==> config.mk <==
export PLATFORM = sky130hd
export DESIGN_NAME = mic_ram
export DESIGN_NICKNAME = d
export VERILOG_FILES = /design/src/hw/rtl/mic_ram.sv
export SDC_FILE = /design/constraint.sdc
export NUM_CORES = 1
export LEC_CHECK = 0
export BUFFER_PORTS_ARGS = -buffer_cell sky130_fd_sc_hd__buf_2
export CORE_UTILIZATION = 40
export DETAILED_ROUTE_END_ITERATION = 10
export PLACE_DENSITY = 0.52
export SYNTH_ARGS = -nofsm -noshare
export SYNTH_HDL_FRONTEND = slang
export SYNTH_SLANG_ARGS = --single-unit
==> constraint.sdc <==
create_clock -name clk -period 6.4 [get_ports clk]
set_input_delay 1.6 -clock clk [delete_from_list [all_inputs] [get_ports clk]]
set_output_delay 1.6 -clock clk [all_outputs]
set_load 0.005 [all_outputs]
==> src/hw/rtl/mic_ram.sv <==
module mic_ram #(
  parameter int WIDTH = 32,
  parameter int DEPTH = 32
) (
  input  logic                     clk,
  input  logic                     wr_en,
  input  logic [$clog2(DEPTH)-1:0] wr_addr,
  input  logic [WIDTH-1:0]         wr_data,
  input  logic                     rd_en,
  input  logic [$clog2(DEPTH)-1:0] rd_addr,
  output logic [WIDTH-1:0]         rd_data
);

  logic [WIDTH-1:0] mem_r [DEPTH];

  // Write port and registered read port
  always_ff @(posedge clk) begin
    if (wr_en) begin
      mem_r[wr_addr] <= wr_data;
    end
    if (rd_en) begin
      rd_data <= mem_r[rd_addr];
    end
  end

endmodule

Word level (Yosys, flattened, before mapping) --
Memory sizes are Yosys's and may differ from the RTL's. A register that Yosys moved wholly into a read port is not among the register bits. Cells that the tools add are included.
Storage, ports and cells: memories 1, memory bits (writable) 1024, flip-flop bits (word level) 0, output and inout port bits 32, input bits 45
Memory list:
- mem_r | words 32, width 32, read ports 1, clocked after memory_dff 1, write ports 1, line 14 | logic [WIDTH-1:0] mem_r [DEPTH];
Cells by class: mux-type cells 2
Operators with widths (number):
- $mux W1 | 2

Logic depth before layout (Yosys ltp) --
Gate-level depths: netlist of run 1.
depth after elaboration 2, gate-level depth with buffers 8, depth with buffers taken out 5

Worst setup path before layout of run 1 --
No wires, ideal clock.
kind input to register, start input wr_addr[1], end memory mem_r[12][0] (enable), buffers on the path 1, path slack 2366 ps, arrival 3613 ps, required time 5979 ps, stages on the path 3, path through or3b_2 > clkbuf_1 > nor2_1
RTL lines:
- start, declared | line 7 | input logic [$clog2(DEPTH)-1:0] wr_addr,
- end, declared | line 14
Straight into the memory's write port.

==> impl_results.md, run 1 <==
- Max Slew Vio Count: 0
- Via count: 20900
- Clock root cell: clkbuf_16
- Post-synthesis simple-gate area fraction: 0.0308
- Internal power: approximately 11 mW
- Kind of critical path: in2reg
- Cell variety after synth: 24
- Peak VDD IR: 0.229 mV
- Worst R2R End: rd_data[25]$_DFFE_PP_
- Total negative slack: 0 ps
- 1st-iter DRT viols: about 2000
- Worst slew pin tran: 1340 ps
- Final setup fails: 0
- Comb pwr share: 0.052
- Nets: around 2400
- Worst r2r path cells: 5
- Post-Synth XOR/XNOR Area: 0
- Synthesized area: 0.0408 mm2
- RSZ-0062 raised after global routing: false
- Syn_nets: 2305
- TritonRoute pass-1 iters: 6
- Die area: between 0.1 and 0.15 mm2
- Post-Syn Instances: 2260
- Vias in the first global route: between 20000 and 25000
- Hold Path Class: reg2reg
- Crit path to: rd_data[0]$_DFFE_PP_
- Syn Area/Cell: about 18 um2
- Cell taking the most area after synthesis: edfxtp_1
- Post-synthesis adder-cell area fraction: 0
- Global route total overflow: 0
- Reg2reg setup slack: roughly 4400 ps
- Pin count of the biggest net entering global routing: 129
- Final Hold Fails: 0
- Final Cell Area: roughly 0.046 mm2
- # rows: roughly 120
- Switching Share: 0.214
- Mux contribution to synthesized area: 0.126
- IO Port Bufs: 76
- Fin crit share: 0.609
- Clk_lat worst skew: approximately 670 ps
- Seq/Total Area, Yosys: 0.777
- Hold Path Depth: 4
- Number of synthesized flops with an enable pin: approximately 1100
- Compound-Gate Fraction of Synth Area: 0.0481
- Share of power burned in registers: 0.533
- Ys async rst share: 0
- CTS buffer count: 107
- Starting Density: 0.406
- Prevailing post-synth register cell: edfxtp_1
- WP data required: 6770 ps
- Critical Path AT: roughly 4300 ps
- Antenna Violating Nets Remaining: 0
- Area delta synth->final: 13.8%
- Outcome: complete, no violations
- CTS tree: built
- Worst setup EP type: flop
- Clock power frac: 0.415
- Post-DR wirelength/cell: 28.1 um
- Startpoint Class: input port
- Slew HR: 0.102
- Vias per inst: roughly 5.5
- Main combinational cell family by area after synthesis: multiplexers
- First-pass GRT wire length: roughly 150000 um
- Switching pwr: approximately 3.1 mW
- H-tree levels: 3
- Post-synth top cells: edfxtp_1 (1056), mux2i_1 (512), nand2_1 (98), nand3_1 (98)
- Final setup margin: about 2500 ps
- Chip width: 321 um
- Synth area leaders: edfxtp_1 (78%), mux2i_1 (13%), a22oi_1 (1.8%)
- Die height: between 300 and 400 um
- Pwr dens: ~310 mW/mm2
- Overall global routing resource usage: 0.208
- # Post-CTS Setup Buffers: 0
- CTS Hold Buffers Added: 0
- Sink Count: between 1000 and 1500
- Post-synth top area share: 0.777
- Origin of the critical flop-to-flop path: mem_r[7][25]$_DFFE_PP_
- Clock skew: 17.9 ps
- LEAKAGE: ~16 nW
- CP max FO: 56
- Post-place setup slack: 1850 ps
- Gpl congestion: 0.793
- Crit path from: rd_addr[0]
- Warnings from Yosys: 0
- Clock slew at the register clock pins of the worst setup and hold paths: ~60 ps
- Fin crit period: between 3000 and 4000 ps
- Routed WL: 107000 um
- Initial antenna violation count: 8
- Max clock buf depth: 3
- Post-cts sizing count: 0
- DP Area: approximately 0.043 mm2
- Core area: a little over 0.1 mm2
- Flops & latches, synth: approximately 1100
- Most frequent cell after synthesis: edfxtp_1
- I/O pin count: 77
- Final HPWL DP: ~62000 um
- Max-Cap Viols: 0
- Max frequency: 257 MHz
- DRC violations left: 0
- Layout cells sized above 1: 0.129
[metrics by stage]
step	hold slack, ps	utilization	instances	total power [mW]
final	670	0.462	3816	14.6
after global routing	710	0.462	3814	15.0
after CTS	678	0.461	3811	14.7
after detailed placement	662	0.428	3617	8.67
after global placement	656	0.426	3609	8.66
after floorplan	629	-	2260	8.29
[worst min-delay path by stage]
stage | slack, ps | end | from
after global placement | 660 | rd_data[24]$_DFFE_PP_ | mem_r[16][24]$_DFFE_PP_
after floorplan | 630 | rd_data[10]$_DFFE_PP_ | mem_r[16][10]$_DFFE_PP_
after global routing | 710 | rd_data[24]$_DFFE_PP_ | mem_r[17][24]$_DFFE_PP_
final | 670 | rd_data[24]$_DFFE_PP_ | mem_r[17][24]$_DFFE_PP_
after detailed placement | 660 | rd_data[24]$_DFFE_PP_ | mem_r[17][24]$_DFFE_PP_
after CTS | 680 | rd_data[24]$_DFFE_PP_ | mem_r[17][24]$_DFFE_PP_
[worst max-delay path, stage by stage]
cell	delay [ps]
buf_8	430
buf_12	450
buf_4	460
mux2i_1	250
a22o_1	170
nor3_1	50
a31oi_1	570
nand3_1	180
[placed cells by master, fill, tap and decap left out, drive strengths merged, types with 2 or more instances in the layout]
cell type / n
a21oi: 96
a22o: 64
a22oi: 96
a31oi: 32
buf: 128
bufinv: 9
clkbuf: 130
clkinv: 52
clkinvlp: 2
diode: 4
edfxtp: 1056
mux2i: 512
nand2: 98
nand2b: 2
nand3: 98
nand3b: 5
nor2: 34
nor3: 32
or3b: 3
[state kept, by name, indices dropped and copies added, names as in the netlist]
signal / cells
rd_data: 32
mem_r: 1024
[area by class of cell]
type / instances / area [um2]
fill: 8460 / 54100
timing repair buffer: 128 / 1040
clock buffer: 130 / 2850
antenna: 4 / 10.0
clock inverter: 64 / 520
sequential: 1056 / 31700
tap: 1357 / 1700
multi-input combinational: 1077 / 8610
[power groups by stage]
stage / registers [mW] / clock network, mW / logic, mW
floorplan: 7.89 / 0 / 0.398
global placement: 7.91 / 0 / 0.751
detailed placement: 7.91 / 0 / 0.762
CTS: 7.76 / 6.15 / 0.763
global route: 7.76 / 6.41 / 0.803
finish: 7.76 / 6.05 / 0.752
[metal layers]
layer  part of all wire  vias to the layer above  track usage
met4              0.017                        0       0.0495
met5                  0                        -            0
li1                   -                     9237            -
met3              0.059                      127       0.0341
met1               0.45                    10900        0.301
met2               0.47                      610        0.328
[cell families (layout without fill, tap and decap cells)]
logic type,count (synthesis),after routing
AO/OA/AOI/OAI,288,288
buffers and inverters,127,322
flip-flops,1056,1056
multiplexers,512,512
other,0,4
AND/OR/NAND/NOR,277,277
Power figures use the tool's default switching activity.
==> inputs of run 2 (changes only) <==
==> constraint.sdc (replaced) <==
create_clock -name clk -period 4 [get_ports clk]
set_input_delay 1 -clock clk [delete_from_list [all_inputs] [get_ports clk]]
set_output_delay 1 -clock clk [all_outputs]
set_load 0.005 [all_outputs]
==> run 2 against run 1 <==
Global-route usage shrank 0.053 points. Power is 61% higher. Register-to-register slack lost 2100 ps. Worst hold slack worse by 4.1 ps. Largest cell class unchanged. Largest power group unchanged. Highest routed layer unchanged.
==> impl_results.md, run 2 (synthesis gave the netlist of run 1 again) <==
- Post-cts sizing count: 0
- Layout cells sized above 1: 0.151
- Total design power: between 20 and 25 mW
- First-pass GRT wire length: between 150000 and 200000 um
- Global route total overflow: 0
- DRC violations left: 0
- Hold Path Class: reg2reg
- Core area: between 0.1 and 0.15 mm2
- Die height: between 300 and 400 um
- Number of diodes: 0
- Max reg flops: around 1000
- Final HPWL DP: ~62000 um
- Nets: 2474
- Critical Path AT: 2950 ps
- Peak VDD IR: 0.346 mV
- Sink Count: approximately 1100
- Worst slew pin tran: ~900 ps
- Worst hold start: mem_r[16][29]$_DFFE_PP_
- Die area: approximately 0.10 mm2
- Crit path from: rd_addr[1]
- Routed WL: about 110000 um
- Slowest-stage cell, CP: and2_4
- Starting Density: 0.406
- Slew HR: 0.402
- Most frequent cells in the layout: edfxtp_1 (1056), mux2i_1 (512), clkbuf_16 (110)
- Hold Path Depth: 4
- WP data required: 4410 ps
- Antenna Violating Nets Remaining: 0
- LEAKAGE: between 15 and 20 nW
- Startpoint Class: input port
- Pin count of the biggest net entering global routing: between 80 and 90
- Vias in the first global route: about 22000
- Clock root cell: clkbuf_16
- Worst r2r path cells: 5
- Fin crit period: about 2500 ps
- Gpl congestion: 0.769
- Outcome: complete, no violations
- Max Slew Vio Count: 0
- Final Hold Fails: 0
- CTS Hold Buffers Added: 0
- Worst path cell trace: buf_2 -> and2_4 -> buf_4 -> a21oi_1 -> a31oi_1 -> nand3_1
- Area delta synth->final: 15.6%
- 1st-iter DRT viols: 1853
- Vias per inst: between 5 and 6
- # rows: approximately 120
- Clk_lat worst skew: roughly 700 ps
- IO Port Bufs: 76
- CTS buffer count: 109
- Final setup fails: 0
- Overall global routing resource usage: 0.208
- CP peak stage delay: roughly 750 ps
- Initial antenna violation count: 6
- Via count: approximately 21000
- # Post-CTS Setup Buffers: 0
- I/O pin count: 77
- Largest registers: mem_r: 1024 flops, rd_data: 32 flops
- RSZ-0062 raised after global routing: false
- TritonRoute pass-1 iters: 5
- Reg with most FFs: mem_r
- Hold worst-path end: rd_data[29]$_DFFE_PP_
- CP max FO: 48
- Max frequency: 394 MHz
- Post-DR wirelength/cell: roughly 28 um
- Origin of the critical flop-to-flop path: mem_r[1][19]$_DFFE_PP_
- Clock slew at the register clock pins of the worst setup and hold paths: around 60 ps
- Worst R2R End: rd_data[19]$_DFFE_PP_
- Total negative slack: 0 ps
- Max clock buf depth: 3
- Chip width: 321 um
- Kind of critical path: in2reg
- Clock skew: around 13 ps
- Fin crit share: 0.634
- Max-Cap Viols: 0
- CTS tree: built
- Worst setup EP type: flop
- Reg2reg setup slack: 2320 ps
- H-tree levels: 3
- Most common cell after layout, fill and taps aside: edfxtp_1
- Pwr dens: 498 mW/mm2
## run 2: changes by cell type in the layout (fill, tap and decap cells not counted), moves of 4 or more
cell / change
buf_4: +37
buf_12: +25
clkbuf_1: +8
buf_16: -5
clkinv_1: -5
diode_2: -4
## run 2: final cells by class
class | count | area (um2)
clock buffer | 137 | 2850
clock inverter | 68 | 614
fill | 8426 | 53400
multi-input combinational | 1077 | 8610
sequential | 1056 | 31700
tap | 1357 | 1700
timing repair buffer | 185 | 1680
## run 2: power by group
part | switching [mW] | leakage, nW | internal [mW] | total [mW]
combinational | 0.797 | 5.08 | 0.396 | 1.19
sequential | 0.0614 | 9.54 | 12.4 | 12.4
clock | 4.21 | 1.69 | 5.65 | 9.86
## run 2: worst max path at each step
| stage | endpoint | slack, ps |
|---|---|---|
| after global routing | rd_data[13]$_DFFE_PP_ | 1390 |
| after floorplan | mem_r[12][0]$_DFFE_PP_ | 570 |
| after CTS | rd_data[11] | 1510 |
| after global placement | rd_data[12]$_DFFE_PP_ | 790 |
| after detailed placement | rd_data[12]$_DFFE_PP_ | 800 |
| final | rd_data[18]$_DFFE_PP_ | 1460 |
## run 2: per-stage QoR
stage          utilization  hold WS [ps]  instance area (um2)  setup WS [ps]  instances
6_report             0.469           666                47200           1460       3880
5_1_grt              0.469           719                47200           1390       3880
4_1_cts              0.469           669                47200           1510       3880
3_5_place_dp         0.434           654                43700            797       3675
3_3_place_gp         0.434           651                43700            789       3675
2_1_floorplan            -           629                40800            566       2260
## run 2: per-layer routing
metal | GRT usage | vias up | part of all wire
met1 | 0.288 | 11200 | 0.44
met4 | 0.0585 | 0 | 0.023
li1 | - | 9367 | -
met3 | 0.0305 | 143 | 0.049
met5 | 0 | - | 0
met2 | 0.341 | 593 | 0.49
## run 2: worst max-delay path, delay by kind of cell
family / cells / cell delay, ps
AOI/OAI and AO/OA: 2 / 490
buffers and inverters: 2 / 550
and+or+nand+nor: 2 / 860
