--- config.mk ---
export PLATFORM = sky130hd
export DESIGN_NAME = mic_front
export DESIGN_NICKNAME = d
export VERILOG_FILES = /design/src/hw/rtl/mic_pkg.sv /design/src/hw/rtl/mic_front.sv
export SDC_FILE = /design/constraint.sdc
export NUM_CORES = 1
export LEC_CHECK = 0
export ABC_AREA = 1
export ABC_CLOCK_PERIOD_IN_PS = 5100
export BUFFER_PORTS_ARGS = -buffer_cell sky130_fd_sc_hd__buf_4
export CELL_PAD_IN_SITES_DETAIL_PLACEMENT = 1
export CELL_PAD_IN_SITES_GLOBAL_PLACEMENT = 1
export CORE_MARGIN = 2
export CORE_UTILIZATION = 28
export DETAILED_ROUTE_END_ITERATION = 7
export HOLD_SLACK_MARGIN = 0.02
export PLACE_DENSITY = 0.91
export SLEW_MARGIN = 40
export SYNTH_ARGS = -nofsm -noshare
export SYNTH_HDL_FRONTEND = slang
export SYNTH_SLANG_ARGS = --single-unit
--- constraint.sdc ---
create_clock -name clk -period 5.1 [get_ports clk]
set_input_delay 0.255 -clock clk [delete_from_list [all_inputs] [get_ports clk]]
set_output_delay 0.255 -clock clk [all_outputs]
set_load 0.03 [all_outputs]
--- src/hw/rtl/mic_pkg.sv ---
package mic_pkg;

  localparam int ELEM_W      = 32;
  localparam int MAX_ORDER   = 4;
  localparam int ORD_W       = 3;
  localparam int POS_W       = 2;
  localparam int STORE_DEPTH = MAX_ORDER * MAX_ORDER;
  localparam int IDX_W       = $clog2(STORE_DEPTH);
  localparam int SLOTS       = 2;
  localparam int SLOT_W      = $clog2(SLOTS);
  localparam int CNT_W       = $clog2(SLOTS + 1);
  localparam int RAM_DEPTH   = SLOTS * STORE_DEPTH;
  localparam int RAM_AW      = $clog2(RAM_DEPTH);

  // Limb-serial product and wide accumulators
  localparam int LIMB_W      = 32;
  localparam int LIMBS       = 5;
  localparam int PROD_W      = LIMB_W * LIMBS;
  localparam int ACC_W       = 136;
  localparam int FRAC_W      = 16;

  // Rounding divider: quotient bits and widths
  localparam int NUM_SHIFT   = ELEM_W + 1;
  localparam int QBITS       = ELEM_W + 2;
  localparam int QB_W        = $clog2(QBITS);
  localparam int DIV_W       = ACC_W + QBITS;

  typedef struct packed {
    logic              nonempty;
    logic [SLOT_W-1:0] rd_slot;
    logic [ORD_W-1:0]  order;
  } mic_qstat_t;

  typedef struct packed {
    logic              en;
    logic [RAM_AW-1:0] addr;
    logic [ELEM_W-1:0] data;
  } mic_wrreq_t;

  typedef struct packed {
    logic              en;
    logic [RAM_AW-1:0] addr;
  } mic_rdreq_t;

  // Map a written order onto the supported range
  function automatic logic [ORD_W-1:0] clamp_order(input logic [ORD_W-1:0] v);
    logic [ORD_W-1:0] r;
    if (v < ORD_W'(2)) begin
      r = ORD_W'(2);
    end else if (v > ORD_W'(MAX_ORDER)) begin
      r = ORD_W'(MAX_ORDER);
    end else begin
      r = v;
    end
    return r;
  endfunction

  // Number of permutation terms of a minor of order m
  function automatic logic [2:0] term_count(input logic [1:0] m);
    logic [2:0] r;
    unique case (m)
      2'd1:    r = 3'd1;
      2'd2:    r = 3'd2;
      default: r = 3'd6;
    endcase
    return r;
  endfunction

  // Column taken by factor k of permutation term t (order m)
  function automatic logic [1:0] perm_col(input logic [1:0] m, input logic [2:0] t,
                                          input logic [1:0] k);
    logic [5:0] p;
    logic [5:0] sh;
    p = 6'd0;
    unique case (m)
      2'd1: p = 6'd0;
      2'd2: p = t[0] ? {2'd0, 2'd0, 2'd1} : {2'd0, 2'd1, 2'd0};
      default: begin
        unique case (t)
          3'd0:    p = {2'd2, 2'd1, 2'd0};
          3'd1:    p = {2'd1, 2'd2, 2'd0};
          3'd2:    p = {2'd2, 2'd0, 2'd1};
          3'd3:    p = {2'd0, 2'd2, 2'd1};
          3'd4:    p = {2'd1, 2'd0, 2'd2};
          default: p = {2'd0, 2'd1, 2'd2};
        endcase
      end
    endcase
    sh = p >> {k, 1'b0};
    return sh[1:0];
  endfunction

  // Parity of permutation term t (1 = odd)
  function automatic logic perm_sign(input logic [1:0] m, input logic [2:0] t);
    logic r;
    unique case (m)
      2'd1:    r = 1'b0;
      2'd2:    r = t[0];
      default: r = (t == 3'd1) || (t == 3'd2) || (t == 3'd5);
    endcase
    return r;
  endfunction

endpackage

--- src/hw/rtl/mic_front.sv ---
module mic_front (
  input  logic                         clk,
  input  logic                         rst_n,
  input  logic                         in_valid,
  output logic                         in_ready,
  input  logic [mic_pkg::ELEM_W-1:0]   in_element_value,
  input  logic                         cfg_wr_en,
  input  logic [mic_pkg::ORD_W-1:0]    cfg_wr_data,
  input  logic                         pop_i,
  output mic_pkg::mic_qstat_t          qstat_o,
  output mic_pkg::mic_wrreq_t          wrreq_o
);
  import mic_pkg::*;

  logic [ORD_W-1:0]  order_r, order_nxt;
  logic [IDX_W-1:0]  load_cnt_r, load_cnt_nxt;
  logic [SLOT_W-1:0] wr_slot_r, wr_slot_nxt;
  logic [SLOT_W-1:0] rd_slot_r, rd_slot_nxt;
  logic [CNT_W-1:0]  count_r, count_nxt;
  logic [ORD_W-1:0]  slot_order_r [SLOTS];
  logic [2*ORD_W-1:0] order_sq;
  logic [IDX_W-1:0]  last_idx;
  logic              accept;
  logic              push;

  assign in_ready = (count_r != CNT_W'(SLOTS));
  assign accept   = in_valid && in_ready;
  assign order_sq = order_r * order_r;
  assign last_idx = IDX_W'(order_sq - 1'b1);
  assign push     = accept && (load_cnt_r == last_idx);

  // Store each element into the slot being filled
  assign wrreq_o.en   = accept;
  assign wrreq_o.addr = {wr_slot_r, load_cnt_r};
  assign wrreq_o.data = in_element_value;

  assign qstat_o.nonempty = (count_r != '0);
  assign qstat_o.rd_slot  = rd_slot_r;
  assign qstat_o.order    = slot_order_r[rd_slot_r];

  // Load counter, order register and slot bookkeeping
  always_comb begin
    order_nxt    = order_r;
    load_cnt_nxt = load_cnt_r;
    wr_slot_nxt  = wr_slot_r;
    rd_slot_nxt  = rd_slot_r;
    count_nxt    = count_r;
    if (cfg_wr_en) begin
      order_nxt    = clamp_order(cfg_wr_data);
      load_cnt_nxt = '0;
    end else if (accept) begin
      if (push) begin
        load_cnt_nxt = '0;
        wr_slot_nxt  = wr_slot_r + 1'b1;
      end else begin
        load_cnt_nxt = load_cnt_r + 1'b1;
      end
    end
    if (pop_i) begin
      rd_slot_nxt = rd_slot_r + 1'b1;
    end
    if (push && !pop_i) begin
      count_nxt = count_r + 1'b1;
    end else if (pop_i && !push) begin
      count_nxt = count_r - 1'b1;
    end
  end

  always_ff @(posedge clk) begin
    if (!rst_n) begin
      order_r    <= ORD_W'(MAX_ORDER);
      load_cnt_r <= '0;
      wr_slot_r  <= '0;
      rd_slot_r  <= '0;
      count_r    <= '0;
    end else begin
      order_r    <= order_nxt;
      load_cnt_r <= load_cnt_nxt;
      wr_slot_r  <= wr_slot_nxt;
      rd_slot_r  <= rd_slot_nxt;
      count_r    <= count_nxt;
    end
  end

  // Tag a completed slot with its order
  always_ff @(posedge clk) begin
    if (push) begin
      slot_order_r[wr_slot_r] <= order_r;
    end
  end

endmodule

# == After elaboration in Yosys (flattened, before gate mapping) ==
# Memory sizes are Yosys's and may differ from the RTL's. A register that Yosys moved wholly into a read port is not among the register bits.
# Index checks and enable logic that the tools add are counted.
# W data, S select, Z words.
# totals
out_inout_bits,44
mem_count,1
ram_bits,6
wordCells,38
regBits,11
# memory_table
memory,words,word_bits,rd,rd_ports_with_merged_regs,write_ports,line,source
slot_order_r,2,3,1,1,1,mic_front.sv:20,logic [ORD_W-1:0] slot_order_r [SLOTS];
# op_classes
n_mul,1
n_mux,9
addsub,6
magnitude_cmp,2
n_bitwise,2
n_eq_ne,2
reduce_logical,10
# op_table
op,n
$mux W3,2
$add A4 B1 Y4 const B,1
$eq A4 B4 Y1,1
$logic_and A1 B1 Y1,4
$mul A3 B3 Y4,1
$mux W1,4
$mux W2,2
$mux W4,1
$reduce_bool A2 Y1,2
$sub A4 B1 Y4 const B,1
$gt A3 B3 Y1 const B,1
$lt A3 B2 Y1 const B,1
$reduce_and A3 Y1,1
$add A1 B1 Y1 const B,2
$add A2 B1 Y2 const B,1
$logic_not A1 Y1,2
$ne A2 B2 Y1 const B,1
$not A1 Y1,2
$reduce_or A2 Y1,1
$sub A2 B1 Y2 const B,1

# == Longest topological paths before layout ==
# Gate-level depths: netlist of run 1.
# depth
depth_word,8
mapped_depth,12
depth_no_buf,12

# == Least setup slack after synthesis of run 1 ==
# No wires, ideal clock.
# synth_timing
path_kind,register to register
start,register load_cnt_r[3]
end,register count_r[1]
period_less_slack_ns,1.818
path_buffers,0
t_arrival_ns,1.696
setup_slack_ns,3.282
stages_incl_launch_ff,13
path_cell_list,dfxtp_1 -> inv_1 -> nand2_1 -> nand3_1 -> nand2_1 -> nor2_2 -> nand2_2 -> inv_1 -> ha_1 -> a21oi_1 -> o21ai_0 -> o21ai_0 -> a21oi_1
# synth_via
elab_chain_cells,5
word_cells_on_any_way,7
classes_between,eq/ne: 1; mux: 1; reduce/logical: 5
# synth_rtl
item,line,source
from (decl),mic_front.sv:16,"logic [IDX_W-1:0] load_cnt_r, load_cnt_nxt;"
from (signal assigned),mic_front.sv:78,load_cnt_r <= load_cnt_nxt;
$eq A4 B4 Y1 (*),mic_front.sv:30,assign push = accept && (load_cnt_r == last_idx);
$logic_and A1 B1 Y1 (*),mic_front.sv:30,
$logic_not A1 Y1,mic_front.sv:64,end else if (pop_i && !push) begin
$logic_and A1 B1 Y1,mic_front.sv:64,
$reduce_bool A2 Y1 (no line),n/a,
to (signal assigned),mic_front.sv:81,count_r <= count_nxt;
to (decl),mic_front.sv:19,"logic [CNT_W-1:0] count_r, count_nxt;"
# Every way passes the cells marked *; elsewhere a longest branch is shown, timed or not.
# A chain may end at the register's enable or synchronous reset.

# == Final worst setup path of run 1 ==
# layout_timing
start,register order_r[0]
end,register count_r[1]
# layout_via
elab_chain_cells,7
word_cells_on_any_way,9
classes_between,add/sub: 1; mul: 1; eq/ne: 1; mux: 1; reduce/logical: 5
# layout_rtl
item,line,source
from (decl),mic_front.sv:15,"logic [ORD_W-1:0] order_r, order_nxt;"
from (signal assigned),mic_front.sv:71,order_r <= ORD_W'(MAX_ORDER);
from (signal assigned),mic_front.sv:77,order_r <= order_nxt;
$mul A3 B3 Y4 (*),mic_front.sv:28,assign order_sq = order_r * order_r;
$sub A4 B1 Y4 (*),mic_front.sv:29,assign last_idx = IDX_W'(order_sq - 1'b1);
$eq A4 B4 Y1 (*),mic_front.sv:30,
$logic_and A1 B1 Y1 (*),mic_front.sv:30,
$logic_not A1 Y1,mic_front.sv:64,
$logic_and A1 B1 Y1,mic_front.sv:64,
$reduce_bool A2 Y1 (no line),n/a,
# Marked as above.

==> metrics.txt, run 1 <==
r2r startpoint order_r[0]; FF-to-FF End count_r[1]; Remaining Overflow, GRT 0; Crit Path Max Fanout 6; Nets 160; Final ANT Viol Nets 0; Crit. Startpoint order_r[0]; mux cell area share after synthesis around 3%; initial antenna violation count 0; die height about 67 um; WP data required around 5300 ps; Startpoint Class flop; clk root buf clkbuf_8; Routed WL per cell between 10 and 15 um; Post-Layout Inst Area between 0.001 and 0.0015 mm2; Final setup viols 0; layout cells sized above 1 between 30 and 40%; largest family of logic cells by synthesized area buffers and inverters; Vias/cell approximately 4.2; max_slew headroom between 70% and 80%; Mapped Cells about 130; Cell Area, Placed 0.00104 mm2; diode count 0; Num Clock Sinks 18; Max Clock Freq approximately 0.54 GHz; Die ar. 0.00444 mm2; leakage roughly 0.47 nW; status finished, final reports clean; Avg Cell Area, Syn 8.51 um2; Die Span X 66.6 um; IO buf count 19; number of setup buffers added after CTS 0; synthesis-stage register bit count 18; initial detailed-routing violation count 3; VDD IR max 0.0000920 V; Mapped Area 0.00110 mm2; clk_lat worst skew approximately 260 ps; Clock Path Buffers 2; most frequent cells in the layout 19 x buf_4, 15 x nand2_1, 12 x inv_1, 12 x dfxtp_1, 8 x nor2_1; path depth of the worst reg2reg path 12; CTS Hold Bufs 0; I/O pins 84; Num CTS Buffers 3; Critical Path End Type flop; Slew @ Worst Pin 434 ps; vias in the first global route 703; Period minus WS final 1870 ps; DR vias 700; Hold Path Class in -> reg; WP data arrival about 2000 ps; Layout area overhead -0.456%; CTS resizes 0; max_cap viols 0; Distinct cells, synth 23; Worst Clk Skew between 1 and 1.5 ps; CTS tree built; drt first pass iters 4; Pwr Density approximately 300 mW/mm2; RSZ-0062 raised after global routing false; commonest non-fill, non-tap cell in the layout buf_4; synth warn 0; DRC viols 0; Finished Core Util approximately 29%; total wire length around 1800 um; worst setup path endpoint count_r[1]; all-layer global routing usage 9.65%; total power approximately 0.00033 W; first-pass GRT wire length 3100 um; Max Transition Viols Final 0; post-synthesis adder-cell area fraction roughly 2.3%; clock slew at reported path FFs ~70 ps; number of H-tree levels 1; Core ar. 0.00372 mm2; Syn Nets 171; hpwl dp about 1400 um; Crit Path Category reg -> reg; simple-gate portion of the synthesized area 17.9%; R2R setup slack between 3000 and 4000 ps; sequential share of the synthesized area 38.3%; largest net degree at the start of global routing 11; final RePlAce weighted congestion around 0.75; site row count 22; Synth Area in XOR/XNOR around 3.2%; Fin. Hold Viols 0; Synth Area in Compound Gates between 5 and 6%; initial core utilization 29.5%; Tcrit/Tclk final between 30 and 40%; Setup TNS 0 ps
[cells in the mapped netlist]
cell,instances,area [um2]
ha_1,2,25.0
inv_1,12,45.0
xor2_1,3,26.3
nor2_1,8,30.0
inv_4,1,6.26
nand2_4,2,22.5
nor2_2,3,18.8
a21oi_2,1,8.76
xnor2_1,1,8.76
nand2_1,15,56.3
nand4_1,1,6.26
inv_2,3,11.3
dfxtp_1,12,240
o21ai_0,5,25.0
buf_4,35,263
mux2_2,3,33.8
a21oi_1,4,20.0
nand2_2,2,12.5
nor3_2,1,10.0
nor3_1,1,5.00
nand3_1,7,35.0
edfxtp_1,6,180
o21bai_1,1,7.51
[per-layer routing]
| metal | share of wire [%] | up-vias | track usage [%] |
|---|---|---|---|
| li1 | - | 346 | - |
| met1 | 44 | 327 | 10.6 |
| met2 | 45 | 22 | 15.0 |
| met3 | 8.1 | 5 | 3.55 |
| met4 | 2.7 | 0 | 7.40 |
| met5 | 0 | - | 0 |
[registers in the layout (all words and copies together) (netlist names), named ones only]
name / cells
rd_slot_r: 1
count_r: 2
order_r: 3
load_cnt_r: 4
wr_slot_r: 1
slot_order_r: 6
[layout make-up]
cell class	count	area [um2]
Sequential cell	18	420
Fill cell	457	2620
Clock buffer	4	55.1
Multi-Input combinational cell	60	352
Tap cell	48	60.1
Timing Repair Buffer	19	143
Inverter	16	62.6
[worst max-delay path, stage by stage (launching register included)]
cell and delay, ps:
dfxtp_1 430, inv_2 80, nor2_2 90, nand3_1 70
nand2_1 90, nor2_2 50, nand2_2 100, inv_1 60
ha_1 290, a21oi_1 130, o21ai_0 120, o21ai_0 170
a21oi_1 50
[stage by stage]
step / std cells / setup slack, ps / hold slack (ps)
6_report: 165 / 3230 / 253
5_1_grt: 165 / 2990 / 252
4_1_cts: 165 / 3220 / 245
3_5_place_dp: 161 / 3250 / 503
3_3_place_gp: 161 / 3360 / 497
2_1_floorplan: 129 / 3280 / 375
[worst min path at each step]
stage	start	endpoint	slack, ps	depth (start not counted)
after detailed placement	order_r[2]	slot_order_r[1][2]	500	0
final	rst_n	wr_slot_r	250	3
after global placement	order_r[2]	slot_order_r[0][2]	500	0
after CTS	cfg_wr_data[1]	order_r[0]	250	3
after floorplan	rst_n	wr_slot_r	380	2
after global routing	rst_n	wr_slot_r	250	3
[power breakdown]
group	internal, W	switching (W)	leakage [nW]
combinational	0.0000195	0.0000289	0.291
sequential	0.000153	0.00000594	0.152
clock	0.0000687	0.0000491	0.0288
total	0.000241	0.0000839	0.472
[kinds of logic (layout without fill, tap and decap cells)]
group,Yosys count,after routing
AND/OR/NAND/NOR,40,40
flip-flops,18,18
multiplexers,3,3
AO/OA/AOI/OAI,11,11
buffers and inverters,51,39
XOR/XNOR,4,4
adder cells (fa/ha/maj),2,2
Note: power is estimated with default switching activity, not from simulation.
==> run 2, diff against run 1 <==
ABC_CLOCK_PERIOD_IN_PS = 1730   (was 5100)
CORE_UTILIZATION = 26   (was 28)
PLACE_DENSITY = 0.86   (was 0.91)
clock period = 1.73 ns   (was 5.1 ns; I/O delays follow)
==> run 2 against run 1 <==
First-iteration DRC count rose to 10 times the previous value. Combinational power increased to 3.2 times the previous value. Wire length rose by 13%. Final cell count grew 3.6%. Global-route usage decreased by 0.21 points. Sequential cell count did not move. Non-clock buffer count grew 4. Hold slack got worse by 200 ps. Sequential power grew to 2.9 times the previous value. Final area rose by 4.9%. Largest cell class unchanged.
==> metrics.txt, run 2 (synthesis gave the netlist of run 1 again) <==
status finished, final reports clean; max_slew headroom 70.7% (-0.10 points); number of H-tree levels 1 (unchanged); leakage 0.487 nW (+3.3%); IO buf count 19 (unchanged); Clock Path Buffers 2 (unchanged); clock slew at reported path FFs 70 ps (about the same); Die ar. 0.00476 mm2 (+7.2%); Period minus WS final 1620 ps (-244 ps); die height 69.0 um (+3.6%); Crit Path Category reg -> reg; Max Clock Freq 0.615 GHz (+15%); I/O pins 84 (unchanged); Hold Path Class in -> reg; max_cap viols 0 (unchanged); CTS tree built; first-pass GRT wire length 3180 um (+2.6%); Hold Path Stages 3 (unchanged); WP data arrival 1780 ps (-230 ps); Worst Clk Skew 8.69 ps (+7.25 ps); family with the most delay on the worst path simple AND/OR/NAND/NOR gates; all-layer global routing usage 9.43% (-0.21 points); hpwl dp 1550 um (+7.6%); Critical Path End Type flop; VDD IR max 0.000258 V (+180%); final RePlAce weighted congestion 0.757 (+0.99%); Routed WL per cell 12.2 um (+8.6%); CP bufs+invs 2 (unchanged); DR vias 719 (+2.7%); Num Clock Sinks 18 (unchanged); path depth of the worst reg2reg path 12 (unchanged); hold_ws 54.8 ps (-199 ps); DRC viols 0 (unchanged); Tcrit/Tclk final 93.9% (+57 points); initial detailed-routing violation count 31 (+28); Max Transition Viols Final 0 (unchanged); top flop regs slot_order_r x6, load_cnt_r x4, order_r x3; Levels on crit path 12 (unchanged); Crit Path Max Fanout 6 (unchanged); Cell Area, Placed 0.00105 mm2 (+1.4%); Final setup viols 0 (unchanged); clk root buf clkbuf_8; most frequent cells in the layout 23 x buf_4, 15 x nand2_1, 10 x inv_1, 8 x nor2_1, 7 x nand3_1; Core ar. 0.00403 mm2 (+8.4%); CTS Hold Bufs 0 (unchanged); vias in the first global route 693 (-1.4%); clk_lat worst skew 260 ps (about the same); total power 0.000927 W (+190%); max reg flops 6 (unchanged); Finished Core Util 28.4% (-0.95 points); WP data required 1890 ps (-3360 ps); Pwr Density 809 mW/mm2 (+170%); commonest non-fill, non-tap cell in the layout buf_4; initial core utilization 27.2% (-2.3 points); Startpoint Class flop; Num CTS Buffers 3 (unchanged); Nets 164 (+2.5%); Biggest register slot_order_r; total wire length 2080 um (+13%); Slew @ Worst Pin 435 ps (+1.48 ps); diode count 0 (unchanged); CP max stage delay 380 ps (-50 ps); slowest CP cell dfxtp_4; Layout area overhead 4.45%; Final ANT Viol Nets 0 (unchanged); Post-Layout Inst Area 0.00115 mm2 (+4.9%); layout cells sized above 1 43.0% (+9.6 points); Die Span X 69.0 um (+3.6%); site row count 23 (+4.5%); worst path cell trace inv_4 -> nand3_1 -> nand2_1 -> nand2_1 -> nor2_2 -> nand2_2 -> inv_2 -> ha_4 -> a21oi_2 -> o21ai_1 -> o21ai_1 -> a21oi_1; largest net degree at the start of global routing 11 (unchanged); Remaining Overflow, GRT 0 (unchanged); initial antenna violation count 0 (unchanged); Fin. Hold Viols 0 (unchanged); Vias/cell 4.20 (-0.89%); drt first pass iters 4 (unchanged)
==> run 2: metrics by stage <==
stage | instances | setup WS, ps | setup TNS [ps]
final | 171 | 105 | 0
after global routing | 171 | -60.2 | -220
after CTS | 168 | 23.7 | 0
after detailed placement | 164 | -43.4 | -43.4
after global placement | 164 | 45.9 | 0
after floorplan | 129 | 50.2 | 0
==> run 2: path summary, 6_finish.rpt <==
kind / end / startpoint / slack (ps)
max: count_r[1] / order_r[0] / 110
min: order_r[0] / cfg_wr_data[1] / 50
max reg2reg: count_r[1] / order_r[0] / 110
min reg2reg: load_cnt_r[1] / load_cnt_r[1] / 500
==> run 2: metal layers <==
metal | up-vias | wire length (um) | global-route usage [%]
li1 | 353 | - | -
met1 | 341 | 896 | 10.8
met2 | 22 | 975 | 15.3
met3 | 3 | 179 | 4.55
met4 | 0 | 27 | 3.43
met5 | - | 0 | 0
==> run 2: power by group <==
group / leakage [nW] / total, W / switching, W / internal, W
sequential: 0.155 / 0.000467 / 0.0000167 / 0.000450
clock: 0.0231 / 0.000307 / 0.000149 / 0.000158
combinational: 0.309 / 0.000153 / 0.0000907 / 0.0000623
==> run 2: layout make-up <==
class / count / area (um2)
Inverter: 16 / 65.1
Tap cell: 50 / 62.6
Fill cell: 488 / 2880
Clock buffer: 3 / 41.3
Multi-Input combinational cell: 60 / 368
Clock inverter: 1 / 3.75
Sequential cell: 18 / 433
Timing Repair Buffer: 23 / 173
==> run 2: tightest hold or removal path, stage by stage <==
cell	delay, ps
buf_4	80
nand3_1	60
o21ai_0	60
==> run 2: repair_timing <==
item / in CTS / in global routing
endpoints found under the setup margin: 1 / 1
resized for setup: 2 / 9
cloned: 0 / 0
pin swaps: 0 / 3
setup buffers: 0 / 3
==> run 3, diff against run 2 <==
PLACE_DENSITY = 0.85   (was 0.86)
==> run 3 against run 2 <==
Clock-buffer cell count unchanged. Wire length is 2.8% lower. Hold slack better by 16 ps. Sequential cell count stayed put. Register-to-register slack improved by 50 ps. Power decreased by 0.62%. Core utilization decreased by 0.16 points. Global-route usage increased by 0.40 points. Final cell count is 1.2% lower. Critical path depth stayed put. First-iteration DRC count is 3.2% lower. Critical path type unchanged. Highest routed layer unchanged.
==> metrics.txt, run 3 (synthesis gave the netlist of run 1 again) <==
max_slew headroom 71.3% (+0.53 points); pre-CTS setup slack -85.8 ps (-42.4 ps); number of H-tree levels 1 (unchanged); drt first pass iters 2 (-2); combinational share of power 16.4% (about the same); initial detailed-routing violation count 30 (-3.2%); register share of total power 50.9% (+0.5 points); Remaining Overflow, GRT 0 (unchanged); die height 69.0 um (unchanged); Final setup viols 0 (unchanged); first-pass GRT wire length 3350 um (+5.4%); DRC viols 0 (unchanged); Crit Path Max Fanout 6 (unchanged); Tcrit/Tclk final 90.9% (-3.0 points); largest net degree at the start of global routing 11 (unchanged); Internal 0.000670 W (about the same); leakage 0.479 nW (-1.7%); Startpoint Class flop; Vias/cell 4.12 (-2.1%); Layout area overhead 3.88%; Max Clock Freq 0.636 GHz (+3.3%); Hold Path Class in -> reg; WP data arrival 1720 ps (-60 ps); Core ar. 0.00403 mm2 (unchanged); setup ws final 158 ps (+52.2 ps); max_cap viols 0 (unchanged); fill count 481 (-1.4%); most frequent cells in the layout 21 x buf_4, 15 x nand2_1, 11 x inv_1, 8 x nor2_1, 7 x nand3_1; Die ar. 0.00476 mm2 (unchanged); I/O pins 84 (unchanged); Max Transition Viols Final 0 (unchanged); Clock Power Share 32.7% (-0.4 points); total power 0.000921 W (-0.62%); Critical Path End Type flop; RSZ-0062 raised after global routing false; Period minus WS final 1570 ps (-52.2 ps); hpwl dp 1550 um (unchanged); Fin. Hold Viols 0 (unchanged); all-layer global routing usage 9.83% (+0.40 points); DR vias 696 (-3.2%); Pwr Density 808 mW/mm2 (about the same); IO buf count 19 (unchanged); clock slew at reported path FFs 70 ps (about the same); Crit Path Category reg -> reg; total wire length 2020 um (-2.8%); diode count 0 (unchanged); site row count 23 (unchanged); final RePlAce weighted congestion 0.754 (-0.45%); CTS tree built; initial core utilization 27.2% (unchanged); max reg flops 6 (unchanged); initial antenna violation count 0 (unchanged); top flop regs slot_order_r x6, load_cnt_r x4, order_r x3; Die Span X 69.0 um (unchanged); commonest non-fill, non-tap cell in the layout buf_4; Slew @ Worst Pin 428 ps (-7.90 ps); clk root buf clkbuf_8; Sw Ratio 27.3% (-0.38 points); switching power 0.000251 W (-2.0%); Clock Path Buffers 2 (unchanged); status finished, final reports clean; vias in the first global route 752 (+8.5%); Biggest register slot_order_r; Num Clock Sinks 18 (unchanged); Num CTS Buffers 3 (unchanged); VDD IR max 0.000348 V (+35%); layout cells sized above 1 42.0% (-0.96 points); Final ANT Viol Nets 0 (unchanged); Worst Clk Skew 5.14 ps (-3.55 ps); Routed WL per cell 12.0 um (-1.7%); Nets 162 (-1.2%); clk_lat worst skew 260 ps (about the same); WP data required 1880 ps (about the same); CTS Hold Bufs 0 (unchanged)
[run 3: cell types whose count changed in the layout (fill, tap and decap cells not counted)]
cell / change
buf_4: -2
a21oi_2: -1
a21oi_4: +1
dfxtp_2: +1
dfxtp_4: -1
inv_1: +1
inv_2: -1
o21ai_0: -1
o21ai_2: +1
[run 3: metal layers]
| layer | part of all wire [%] | vias to the layer above | GRT usage, % |
|---|---|---|---|
| li1 | - | 351 | - |
| met1 | 45 | 325 | 11.3 |
| met2 | 46 | 18 | 16.1 |
| met3 | 8.2 | 2 | 4.55 |
| met4 | 0.69 | 0 | 3.43 |
| met5 | 0 | - | 0 |
[run 3: power groups by stage]
stage | Sequential (W) | Combinational [W] | Clock (W)
final | 0.000469 | 0.000151 | 0.000301
after global routing | 0.000471 | 0.000166 | 0.000335
after CTS | 0.000469 | 0.000148 | 0.000308
after detailed placement | 0.000479 | 0.000146 | 0
after global placement | 0.000478 | 0.000143 | 0
after floorplan | 0.000479 | 0.000234 | 0
[run 3: worst max-delay path: stages, from the launching register on]
cell	delay [ps]
dfxtp_4	370
inv_4	70
nand3_1	70
nand2_1	70
nand2_1	60
nor2_2	130
nand2_2	70
inv_2	60
ha_4	200
a21oi_4	110
o21ai_2	70
o21ai_1	130
a21oi_1	50
[run 3: metrics by stage]
stage	utilization (%)	hold slack, ps	cells	TNS [ps]	area (um2)
global route	28.3	76.8	169	0	1140
detailed placement	26.1	173	164	-85.8	1050
CTS	27.4	74.8	168	0	1100
global placement	26.1	173	164	0	1050
finish	28.3	70.9	169	0	1140
floorplan	-	207	129	0	1100
[run 3: layout make-up]
class / instances / area [um2] / area share (%)
Clock buffer: 3 / 41.3 / 3.62
Clock inverter: 1 / 3.75 / 0.329
Inverter: 16 / 65.1 / 5.71
Multi-Input combinational cell: 60 / 379 / 33.3
Sequential cell: 18 / 430 / 37.8
Tap cell: 50 / 62.6 / 5.49
Timing Repair Buffer: 21 / 158 / 13.8
[run 3: final timing paths]
check / startpoint / endpoint / slack (ps) / depth (start not counted)
worst max register to register: order_r[0] / count_r[1] / 160 / 12
worst min-delay path: cfg_wr_data[1] / order_r[0] / 70 / 3
worst max-delay path: order_r[0] / count_r[1] / 160 / 12
worst min register to register: order_r[1] / slot_order_r[1][1] / 500 / 0
[run 3: what timing repair did]
action	4_1_cts	5_1_grt
pin swaps	0	2
setup endpoints to repair	1	1
setup buffers	0	1
gates resized for setup	5	7
